**config.mk**
```make
export PLATFORM = sky130hd
export DESIGN_NAME = button_debounce_long_press_unit
export DESIGN_NICKNAME = d
export VERILOG_FILES = /design/src/bdlp_pkg.sv /design/src/button_debounce_long_press_unit.sv
export VERILOG_INCLUDE_DIRS = /design/src /design/src/src
export SDC_FILE = /design/constraint.sdc
export NUM_CORES = 1
export LEC_CHECK = 0
export CORE_ASPECT_RATIO = 0.7
export CORE_MARGIN = 2
export CORE_UTILIZATION = 45
export CTS_BUF_LIST = sky130_fd_sc_hd__clkbuf_8
export DETAILED_ROUTE_END_ITERATION = 8
export DONT_BUFFER_PORTS = 1
export HOLD_SLACK_MARGIN = 0.03
export SETUP_SLACK_MARGIN = 0.3
export SYNTH_ARGS = -nofsm -noshare
export SYNTH_HDL_FRONTEND = slang
export SYNTH_SLANG_ARGS = --single-unit
export TNS_END_PERCENT = 50
```
**constraint.sdc**
```tcl
create_clock -name i_clk -period 16 [get_ports i_clk]
set_input_delay 4.8 -clock i_clk [delete_from_list [all_inputs] [get_ports i_clk]]
set_output_delay 4.8 -clock i_clk [all_outputs]
set_load 0.01 [all_outputs]
```
**src/button_debounce_long_press_unit_assert.svh**
```systemverilog
// ----------------------------------------------------------------------------
// Assertion macros for the button debounce and long-press unit
// Clocked assertions, disabled while the active-low reset is low; empty when ASSERT_OFF.
// ----------------------------------------------------------------------------
`ifndef BUTTON_DEBOUNCE_LONG_PRESS_UNIT_ASSERT_SVH
`define BUTTON_DEBOUNCE_LONG_PRESS_UNIT_ASSERT_SVH

`ifndef ASSERT_OFF

`define BDLP_ASSERT(label, clk, rst_n, prop) \
    label: assert property (@(posedge clk) disable iff (!(rst_n)) (prop)) \
        else $error("bdlp assertion failed");

`define BDLP_ASSERT_NEVER(label, clk, rst_n, expr) \
    `BDLP_ASSERT(label, clk, rst_n, !(expr))

`else

`define BDLP_ASSERT(label, clk, rst_n, prop)

`define BDLP_ASSERT_NEVER(label, clk, rst_n, expr)

`endif

`endif

```
**src/bdlp_pkg.sv**
```systemverilog
// ----------------------------------------------------------------------------
// bdlp_pkg
// Shared widths, register indexes and reset values for the debounce unit.
// ----------------------------------------------------------------------------
package bdlp_pkg;

    localparam int NUM_BUTTONS_DEF = 4;

    localparam int RAW_W   = 4;
    localparam int TICK_W  = 32;
    localparam int MASK_W  = 4;
    localparam int IN_TDATA_W  = 40;
    localparam int OUT_TDATA_W = 16;

    localparam int CFG_IDX_W  = 2;
    localparam int CFG_DATA_W = 16;

    localparam logic [CFG_IDX_W-1:0] CFG_DEBOUNCE     = 2'd0;
    localparam logic [CFG_IDX_W-1:0] CFG_LONG_PRESS   = 2'd1;
    localparam logic [CFG_IDX_W-1:0] CFG_ACTIVE_LEVEL = 2'd2;

    localparam logic [CFG_DATA_W-1:0] DEBOUNCE_RST   = 16'd50;
    localparam logic [CFG_DATA_W-1:0] LONG_PRESS_RST = 16'd1000;
    localparam logic                  ACTIVE_RST     = 1'b0;

endpackage

```
**src/button_debounce_long_press_unit.sv**
```systemverilog
// ----------------------------------------------------------------------------
// button_debounce_long_press_unit
// A poll passes the input register, then the result register.
// Throughput: one poll per cycle when not stalled; per-button compare/update sits in one stage.
// The stall path is a single ready chain from m_axis_tready to s_axis_tready.
// Reset (sync, active low): levels released high, times zero, registers default.
// ----------------------------------------------------------------------------
`include "button_debounce_long_press_unit_assert.svh"

module button_debounce_long_press_unit #(
    parameter int NUM_BUTTONS = bdlp_pkg::NUM_BUTTONS_DEF
) (
    input  logic                              i_clk,
    input  logic                              i_rst_n,
    // config write port
    input  logic                              i_cfg_we,
    input  logic [bdlp_pkg::CFG_IDX_W-1:0]    i_cfg_addr,
    input  logic [bdlp_pkg::CFG_DATA_W-1:0]   i_cfg_data,
    // poll stream
    input  logic                              s_axis_tvalid,
    output logic                              s_axis_tready,
    input  logic [bdlp_pkg::IN_TDATA_W-1:0]   s_axis_tdata,  // raw_levels[3:0], now_tick[35:4]
    // result stream
    output logic                              m_axis_tvalid,
    input  logic                              m_axis_tready,
    output logic [bdlp_pkg::OUT_TDATA_W-1:0]  m_axis_tdata   // short[3:0], long[7:4], stable[11:8]
);

    localparam int RAW_W  = bdlp_pkg::RAW_W;
    localparam int TICK_W = bdlp_pkg::TICK_W;
    localparam int MASK_W = bdlp_pkg::MASK_W;

    // config registers
    logic [bdlp_pkg::CFG_DATA_W-1:0] r_debounce;
    logic [bdlp_pkg::CFG_DATA_W-1:0] r_long_press;
    logic                            r_active;

    // input stage
    logic              r_in_valid;
    logic [RAW_W-1:0]  r_in_raw;
    logic [TICK_W-1:0] r_in_now;

    // per-button state
    logic [NUM_BUTTONS-1:0] r_last_raw;
    logic [NUM_BUTTONS-1:0] r_stable;
    logic [NUM_BUTTONS-1:0] r_long_rep;
    logic [TICK_W-1:0]      r_change [NUM_BUTTONS];
    logic [TICK_W-1:0]      r_press  [NUM_BUTTONS];

    logic [NUM_BUTTONS-1:0] n_last_raw;
    logic [NUM_BUTTONS-1:0] n_stable;
    logic [NUM_BUTTONS-1:0] n_long_rep;
    logic [TICK_W-1:0]      n_change [NUM_BUTTONS];
    logic [TICK_W-1:0]      n_press  [NUM_BUTTONS];
    logic [NUM_BUTTONS-1:0] n_short;
    logic [NUM_BUTTONS-1:0] n_long;

    // result stage
    logic              r_out_valid;
    logic [MASK_W-1:0] r_short;
    logic [MASK_W-1:0] r_long;
    logic [MASK_W-1:0] r_stable_out;

    logic                   w_advance;
    logic                   w_fire;
    logic [NUM_BUTTONS-1:0] w_raw;
    logic [MASK_W-1:0]      w_short4;
    logic [MASK_W-1:0]      w_long4;
    logic [MASK_W-1:0]      w_stable4;
    logic [MASK_W-1:0]      w_long_rep4;

    assign w_advance     = !r_out_valid || m_axis_tready;
    assign w_fire        = r_in_valid && w_advance;
    assign s_axis_tready = !r_in_valid || w_advance;

    // map the 4-bit raw field onto NUM_BUTTONS, and state back onto 4-bit masks
    generate
        if (NUM_BUTTONS >= RAW_W) begin : g_wide
            assign w_raw       = NUM_BUTTONS'(r_in_raw);
            assign w_short4    = n_short[MASK_W-1:0];
            assign w_long4     = n_long[MASK_W-1:0];
            assign w_stable4   = n_stable[MASK_W-1:0];
            assign w_long_rep4 = r_long_rep[MASK_W-1:0];
        end else begin : g_narrow
            assign w_raw       = r_in_raw[NUM_BUTTONS-1:0];
            assign w_short4    = {{(MASK_W-NUM_BUTTONS){1'b0}}, n_short};
            assign w_long4     = {{(MASK_W-NUM_BUTTONS){1'b0}}, n_long};
            assign w_stable4   = {{(MASK_W-NUM_BUTTONS){1'b0}}, n_stable};
            assign w_long_rep4 = {{(MASK_W-NUM_BUTTONS){1'b0}}, r_long_rep};
        end
    endgenerate

    // config writes
    always_ff @(posedge i_clk) begin
        if (!i_rst_n) begin
            r_debounce   <= bdlp_pkg::DEBOUNCE_RST;
            r_long_press <= bdlp_pkg::LONG_PRESS_RST;
            r_active     <= bdlp_pkg::ACTIVE_RST;
        end else if (i_cfg_we) begin
            unique case (i_cfg_addr)
                bdlp_pkg::CFG_DEBOUNCE:     r_debounce   <= i_cfg_data;
                bdlp_pkg::CFG_LONG_PRESS:   r_long_press <= i_cfg_data;
                bdlp_pkg::CFG_ACTIVE_LEVEL: r_active     <= i_cfg_data[0];
                default: ;
            endcase
        end
    end

    // input register
    always_ff @(posedge i_clk) begin
        if (!i_rst_n) begin
            r_in_valid <= 1'b0;
        end else if (s_axis_tready) begin
            r_in_valid <= s_axis_tvalid;
        end
    end

    always_ff @(posedge i_clk) begin
        if (s_axis_tready && s_axis_tvalid) begin
            r_in_raw <= s_axis_tdata[RAW_W-1:0];
            r_in_now <= s_axis_tdata[RAW_W+TICK_W-1:RAW_W];
        end
    end

    // per-button update: change time, debounce, then long-press check
    always_comb begin
        logic              raw;
        logic [TICK_W-1:0] ct;
        logic [TICK_W-1:0] pt;
        logic              flip;
        logic              st_new;
        logic              press;
        logic              lr;
        for (int i = 0; i < NUM_BUTTONS; i++) begin
            raw    = w_raw[i];
            ct     = (raw != r_last_raw[i]) ? r_in_now : r_change[i];
            flip   = (raw != r_stable[i]) &&
                     ((r_in_now - ct) >= {{(TICK_W-bdlp_pkg::CFG_DATA_W){1'b0}}, r_debounce});
            st_new = flip ? raw : r_stable[i];
            press  = flip && (raw == r_active);
            pt     = press ? r_in_now : r_press[i];
            lr     = press ? 1'b0 : r_long_rep[i];

            n_short[i]    = flip && (raw != r_active) && !r_long_rep[i];
            n_long[i]     = (st_new == r_active) && !lr &&
                            ((r_in_now - pt) >=
                             {{(TICK_W-bdlp_pkg::CFG_DATA_W){1'b0}}, r_long_press});
            n_last_raw[i] = raw;
            n_change[i]   = ct;
            n_stable[i]   = st_new;
            n_press[i]    = pt;
            n_long_rep[i] = lr || n_long[i];
        end
    end

    always_ff @(posedge i_clk) begin
        if (!i_rst_n) begin
            r_last_raw <= '1;
            r_stable   <= '1;
            r_long_rep <= '0;
            for (int i = 0; i < NUM_BUTTONS; i++) begin
                r_change[i] <= '0;
                r_press[i]  <= '0;
            end
        end else if (w_fire) begin
            r_last_raw <= n_last_raw;
            r_stable   <= n_stable;
            r_long_rep <= n_long_rep;
            for (int i = 0; i < NUM_BUTTONS; i++) begin
                r_change[i] <= n_change[i];
                r_press[i]  <= n_press[i];
            end
        end
    end

    // result register
    always_ff @(posedge i_clk) begin
        if (!i_rst_n) begin
            r_out_valid <= 1'b0;
        end else if (w_advance) begin
            r_out_valid <= r_in_valid;
        end
    end

    always_ff @(posedge i_clk) begin
        if (w_fire) begin
            r_short      <= w_short4;
            r_long       <= w_long4;
            r_stable_out <= w_stable4;
        end
    end

    assign m_axis_tvalid = r_out_valid;
    assign m_axis_tdata  = {{(bdlp_pkg::OUT_TDATA_W-3*MASK_W){1'b0}},
                            r_stable_out, r_long, r_short};

    // a release and a long press cannot be reported for the same button at once
    `BDLP_ASSERT_NEVER(a_short_long_excl, i_clk, i_rst_n, r_out_valid && |(r_short & r_long))
    // every long report leaves the button marked as reported
    `BDLP_ASSERT(a_long_marks, i_clk, i_rst_n, w_fire |=> ((w_long_rep4 & r_long) == r_long))
    // input side only stalls when both stages hold data
    `BDLP_ASSERT(a_stall_full, i_clk, i_rst_n, !s_axis_tready |-> (r_in_valid && r_out_valid))

endmodule

```
==> qor.txt, run 1 <==
Status: finished, final reports clean
CTS Buf Count: 67
Die ar.: 0.0802 mm2
Critical path buffer and inverter count: 3
Final Instance Count excl. Fillers: 5,218
Clock Latency Late Sink: 0.73 ns
Die Wd: 338 um
Syn Std Cell Area: 0.0351 mm2
Max H-tree Level: 3
Root Buffer: clkbuf_8
Starting Density: 45.5%
Clock Tree Buf Depth: 3
R2R depth: 53
Minimum clock period: 13.33 ns
Global route overflow: 0
Placer Congestion: 0.950
Fin. max-slew vios: 0
CP Max Fanout: 51
Vias: 31,600
GRT Util Overall: 27.7%
Final Routed Wirelength: 112 mm
Static leakage power: 15.3 nW
Syn Area/Cell: 8.31 um2
Die Ht: 238 um
Hold Buf Count CTS: 0
Largest net degree at the start of global routing: 164
Seq/Total Area, Yosys: 28.7%
Hold depth: 2
Row cnt: 85
Peak supply drop: 0.0000607 V
ANT nets after route: 0
Via count of the first global-routing pass: 29,000
Core footprint: 0.0770 mm2
Sink Count: 351
Slowest cell on the critical path: a2111oi_0
Layout Area Growth over Synthesis: 6.57%
Mean routed wirelength per cell: 21.5 um
Worst setup EP type: flop
Clock slew seen by the registers of the worst setup and hold paths: 0.06 ns
# port buffers: 0
Clk_skew: 0.0535 ns
Max cap viols: 0
FMAX: 0.0750 GHz
Post-route DRC: 0
Number of enable flip-flop cells after synthesis: 304
Synth top area share: 26.0%
Initial antenna violation count: 3
Final hold vios: 0
Setup Viol. Count Final: 0
Slew @ Worst Pin: 1.14 ns
Post-CTS Setup Inserts: 0
Worst Setup Path Type: reg -> reg
Io pins: 81
Slew headroom: 23.3%
DP HPWL: 82.3 mm
Flops & latches, synth: 351
Logic depth of the worst path, buffers included: 53
1st-iter DRT viols: 3,043
DRT Pass-1 Iters: 6
Nets@finish: 4,511
Mapped Cells: 4,220
Synth warn: 0
Final Cycle Share: 83.3%
First-pass GRT wire length: 173 mm
Post-synth ARST share: 0%
Post-route setup TNS: 0 ns
Top_reg_cell synth: edfxtp_1
Placed Cells: 5,095
Count of different cell masters after synthesis: 110
CTS tree: done
Synth top area cells: edfxtp_1, ha_1, a21oi_1
Layout Utilization: 48.5%
Share of layout cells above drive strength 1: 5.75%
CTS resizes: 0
Worst setup SP type: flop
CP required: 16.45 ns
Worst path top cell family by delay: compound AO/OA/AOI/OAI gates
Cell taking the most area after synthesis: edfxtp_1
Cell with the most instances after synthesis: nor2_1
Pwr/cell area: 96.0 mW/mm2
Post-synth top cells: nor2_1, nand2_1, a21oi_1
Vias/cell: 6.06
WP data arrival: 13.78 ns
Hold Path Class: reg -> reg
RSZ-0062 raised after global routing: no
Crit-path max cell delay: 0.82 ns
## layout by cell type (no fill, tap or decap), types with 13 or more instances in the layout
master     instances
and2_1            19
o221ai_1          13
buf_4             63
dfxtp_1           47
and3_1            25
clkinv_1          16
a21o_1           157
maj3_1            39
nor2_1           464
o21bai_1          41
or3_1             29
nor2b_1           88
o21a_1            48
a211oi_1          32
clkbuf_8          71
a31oi_1           51
mux2i_1          185
xnor2_1          124
or2_2             18
nor4_1            25
nand3_1           71
ha_1             324
nand2b_1         106
o31ai_1           39
o22ai_1           15
nor3_1            52
o21ai_0          195
nand2_1          420
xor2_1            70
or4_1             14
nand4_1           68
a21oi_1          390
a21boi_0          39
o211ai_1          35
inv_1            176
edfxtp_1         304
a2111oi_0         15
## tightest hold or removal path: cells and delay by family, from the launching register on
| kind | cells | cell delay (ns) |
|---|---|---|
| AND/OR/NAND/NOR | 1 | 0.05 |
| flip-flops | 1 | 0.31 |
| AO/OA/AOI/OAI | 1 | 0.06 |
## area by class of cell
type,count,area (um2)
fill,7626,39600
multi-input combinational,3481,23700
sequential,351,10100
tap,1044,1310
clock buffer,71,977
inverter,154,578
timing repair buffer,65,513
clock inverter,50,269
antenna,2,5.00
## power breakdown
group          total (mW)  switching [mW]  internal, mW
clock               0.878           0.435         0.444
sequential           1.10          0.0365          1.06
combinational        1.61           0.989         0.624
total                3.59            1.46          2.13
## layer usage
| metal | vias up | wire length (um) | GRT usage [%] | share of wire [%] |
|---|---|---|---|---|
| li1 | 15400 | - | - | - |
| met1 | 15100 | 54800 | 41.8 | 49 |
| met2 | 1043 | 46900 | 41.0 | 42 |
| met3 | 134 | 8000 | 4.11 | 7.1 |
| met4 | 0 | 2530 | 6.63 | 2.2 |
| met5 | - | 0 | 0 | 0 |
## state kept, by name, summed over array words and instances (netlist names)
register and count:
r_last_raw 4, r_long 4, r_in_valid 1, r_stable_out 4, r_long_rep 4, r_press 128, m_axis_tvalid 1, r_active 1
r_in_now 32, r_debounce 16, r_stable 4, r_change 128, n_last_raw 4, r_long_press 16, r_short 4
## cells by family (layout without fill, tap and decap cells)
family | Yosys count | in the layout | share of synthesized area [%]
other | 1 | 6 | 0.0107
xor gates and xnor gates | 202 | 202 | 5.11
and+or+nand+nor | 1463 | 1463 | 19.8
AOI/OAI and AO/OA | 1252 | 1252 | 23.5
DFF | 351 | 351 | 28.7
adders and majority gates | 368 | 368 | 12.9
muxes | 192 | 192 | 5.51
buffers and inverters | 391 | 340 | 4.37
## stage by stage
step | area, um2 | hold WS, ns | worst slack [ns] | power, mW
2_1_floorplan | 35100 | 0.442 | 4.21 | 2.32
3_3_place_gp | 36100 | 0.452 | 2.92 | 2.68
3_5_place_dp | 36100 | 0.457 | 2.91 | 2.69
4_1_cts | 37400 | 0.466 | 2.80 | 3.59
5_1_grt | 37400 | 0.487 | 1.72 | 3.84
6_report | 37400 | 0.465 | 2.67 | 3.59
## path summary, 6_finish.rpt
path	start	to	slack, ns
max	n_last_raw[1]	r_long[1]	2.67
min	r_debounce[15]	r_debounce[15]	0.46
max reg2reg	n_last_raw[1]	r_long[1]	2.67
min reg2reg	r_debounce[15]	r_debounce[15]	0.46
Note: power is estimated with default switching activity, not from simulation.
==> run 2, diff against run 1 <==
--- a/config.mk
+++ b/config.mk
@@ -6,6 +6,7 @@
 export SDC_FILE = /design/constraint.sdc
 export NUM_CORES = 1
 export LEC_CHECK = 0
+export ABC_AREA = 1
 export CORE_ASPECT_RATIO = 0.7
 export CORE_MARGIN = 2
 export CORE_UTILIZATION = 45
==> constraint.sdc (replaced) <==
create_clock -name i_clk -period 13.9 [get_ports i_clk]
set_input_delay 4.17 -clock i_clk [delete_from_list [all_inputs] [get_ports i_clk]]
set_output_delay 4.17 -clock i_clk [all_outputs]
set_load 0.01 [all_outputs]
==> run 2 against run 1 <==
Effect of this change:
- global-route usage increased by 4.2 points
- design area increased by 2.0%
- critical path depth unchanged
- sequential share of layout area decreased by 0.53 points
- highest routed layer unchanged
- final cell count increased by 23%
- worst setup slack improved by 0.85 ns
- hold slack improved by 0.032 ns
- critical endpoint unchanged
- flip-flop and latch count unchanged
==> qor.txt, run 2 <==
Core footprint: 0.0784 mm2 (+1.9%)
Global route overflow: 0 (unchanged)
Synth top area share: 25.7% (-0.33 points)
Row cnt: 86 (+1.2%)
Worst setup EP type: flop
Vias/cell: 5.52 (-8.9%)
Number of enable flip-flop cells after synthesis: 304 (unchanged)
Seq/Total Area, Yosys: 28.4% (-0.36 points)
Crit-path max cell delay: 0.84 ns (+0.02 ns)
Reg2reg start: n_last_raw[1]
Post-route DRC: 0 (unchanged)
Post-CTS Setup Inserts: 0 (unchanged)
FMAX: 0.0963 GHz (+28%)
CP most frequent cell: nand2_1
Clock Latency Late Sink: 0.70 ns (-0.03 ns)
Slew @ Worst Pin: 1.06 ns (-0.0816 ns)
Flops & latches, synth: 351 (unchanged)
Worst setup SP type: flop
1st-iter DRT viols: 3,889 (+28%)
Count of different cell masters after synthesis: 61 (-45%)
Layout Utilization: 48.6% (+0.061 points)
Slew headroom: 28.6% (+5.3 points)
Post-synth ARST share: 0% (unchanged)
Reg-to-reg setup timing slack: 3.52 ns (+0.85 ns)
Most frequent cells in the layout: nand2_1, inv_1, nor2_1
Via count of the first global-routing pass: 31,800 (+9.7%)
Hold Buf Count CTS: 0 (unchanged)
CP Max Fanout: 55 (+7.8%)
Post-route setup TNS: 0 ns (unchanged)
Synth top area cells: edfxtp_1, nand2_1, ha_1
Io pins: 81 (unchanged)
Peak supply drop: 0.0000747 V (+23%)
Initial antenna violation count: 7 (+4)
Placed Cells: 6,304 (+24%)
CP required: 14.32 ns (-2.13 ns)
Hold Path Class: reg -> reg
Final Instance Count excl. Fillers: 6,425 (+23%)
Pwr/cell area: 114 mW/mm2 (+19%)
CTS tree: done
Syn Area/Cell: 6.71 um2 (-19%)
Vias: 35,500 (+12%)
Max H-tree Level: 3 (unchanged)
Placer Congestion: 0.986 (+3.8%)
Sink Count: 351 (unchanged)
Die ar.: 0.0812 mm2 (+1.3%)
Mean routed wirelength per cell: 20.5 um (-4.8%)
Dpl cell area: 0.0368 mm2 (+1.8%)
Root Buffer: clkbuf_8
CTS resizes: 0 (unchanged)
Mapped Cells: 5,297 (+26%)
Max cap viols: 0 (unchanged)
Die Wd: 340 um (+0.63%)
WP data arrival: 10.80 ns (-2.98 ns)
Worst path top cell family by delay: simple AND/OR/NAND/NOR gates
Cell with the most instances after synthesis: nand2_1
DP HPWL: 98.5 mm (+20%)
Final Cycle Share: 74.7% (-8.6 points)
Design Area, Final: 0.0381 mm2 (+2.0%)
Clk_skew: 0.0426 ns (-0.0109 ns)
RSZ-0062 raised after global routing: no
Final Routed Wirelength: 132 mm (+17%)
Worst Setup Path Type: reg -> reg
Post-synth top cells: nand2_1, inv_1, nor2_1
Syn Std Cell Area: 0.0355 mm2 (+1.3%)
Cell taking the most area after synthesis: edfxtp_1
Clock Tree Buf Depth: 3 (unchanged)
Minimum clock period: 10.38 ns (-2.95 ns)
Setup crit start: n_last_raw[1]
Largest net degree at the start of global routing: 95 (-42%)
Synth warn: 0 (unchanged)
PnR Total Power: 4.35 mW (+21%)
ANT nets after route: 0 (unchanged)
Layout Area Growth over Synthesis: 7.33%
CTS Buf Count: 68 (+1.5%)
Nets@finish: 5,709 (+27%)
GRT Util Overall: 31.9% (+4.2 points)
Slowest cell on the critical path: inv_2
Worst Hold Launch: r_long_rep[0]
Static leakage power: 18.1 nW (+18%)
First-pass GRT wire length: 195 mm (+13%)
Die Ht: 239 um (+0.63%)
Starting Density: 45.3% (-0.27 points)
# port buffers: 0 (unchanged)
Critical path buffer and inverter count: 7 (+4)
Commonest non-fill, non-tap cell in the layout: nand2_1
DRT Pass-1 Iters: 6 (unchanged)
Share of layout cells above drive strength 1: 7.28% (+1.5 points)
Fin. max-slew vios: 0 (unchanged)
Setup Viol. Count Final: 0 (unchanged)
Largest regs: r_change: 128 flops, r_press: 128 flops, r_in_now: 32 flops
Final hold vios: 0 (unchanged)
Status: finished, final reports clean
Clock slew seen by the registers of the worst setup and hold paths: 0.06 ns (about the same)
Top_reg_cell synth: edfxtp_1
## run 2: cell type report
type | instances | area, um2
Clock buffer | 75 | 1030
Fill cell | 8171 | 40300
Timing Repair Buffer | 66 | 495
Antenna cell | 1 | 2.50
Inverter | 739 | 2790
Multi-Input combinational cell | 4092 | 22100
Sequential cell | 351 | 10100
Clock inverter | 45 | 297
Tap cell | 1056 | 1320
## run 2: final timing paths
path,endpoint,cells past startpoint
max reg2reg,r_long[1],53
max,r_long[1],53
min,r_long_rep[0],2
min reg2reg,r_long_rep[0],2
## run 2: metal layers
| layer | share of wire, % | wire length [um] | GRT usage [%] |
|---|---|---|---|
| met2 | 40 | 52600 | 45.8 |
| met1 | 47 | 62300 | 47.8 |
| met5 | 0 | 0 | 0 |
| met3 | 9.5 | 12600 | 5.62 |
| met4 | 3.2 | 4210 | 10.5 |
## run 2: logic make-up after synthesis
logic type,count (synthesis),share of synthesized area (%)
AND/OR/NAND/NOR,2697,33.0
AO/OA/AOI/OAI,934,14.4
buffers and inverters,857,9.42
flip-flops,351,28.4
adder cells (fa/ha/maj),328,11.6
XOR/XNOR,129,3.18
other,1,0.0106
## run 2: per-stage QoR
stage | setup WS, ns | hold WS, ns
final | 3.52 | 0.496
after global routing | 2.69 | 0.509
after CTS | 3.55 | 0.490
after detailed placement | 3.59 | 0.480
after global placement | 3.66 | 0.472
after floorplan | 3.47 | 0.459
## run 2: worst reg2reg max path, delay by kind of cell, from the launching register on
family                   cells  cell delay (ns)
AND/OR/NAND/NOR             32             4.28
AO/OA/AOI/OAI                7             2.23
adder cells (fa/ha/maj)      5             1.38
buffers and inverters        7             1.28
flip-flops                   1             0.50
XOR/XNOR                     2             0.45
## run 2: power by group
group | switching [mW] | internal [mW] | total, mW
Clock | 0.496 | 0.569 | 1.06
Combinational | 1.37 | 0.666 | 2.04
Sequential | 0.0273 | 1.22 | 1.25
Total | 1.89 | 2.46 | 4.35
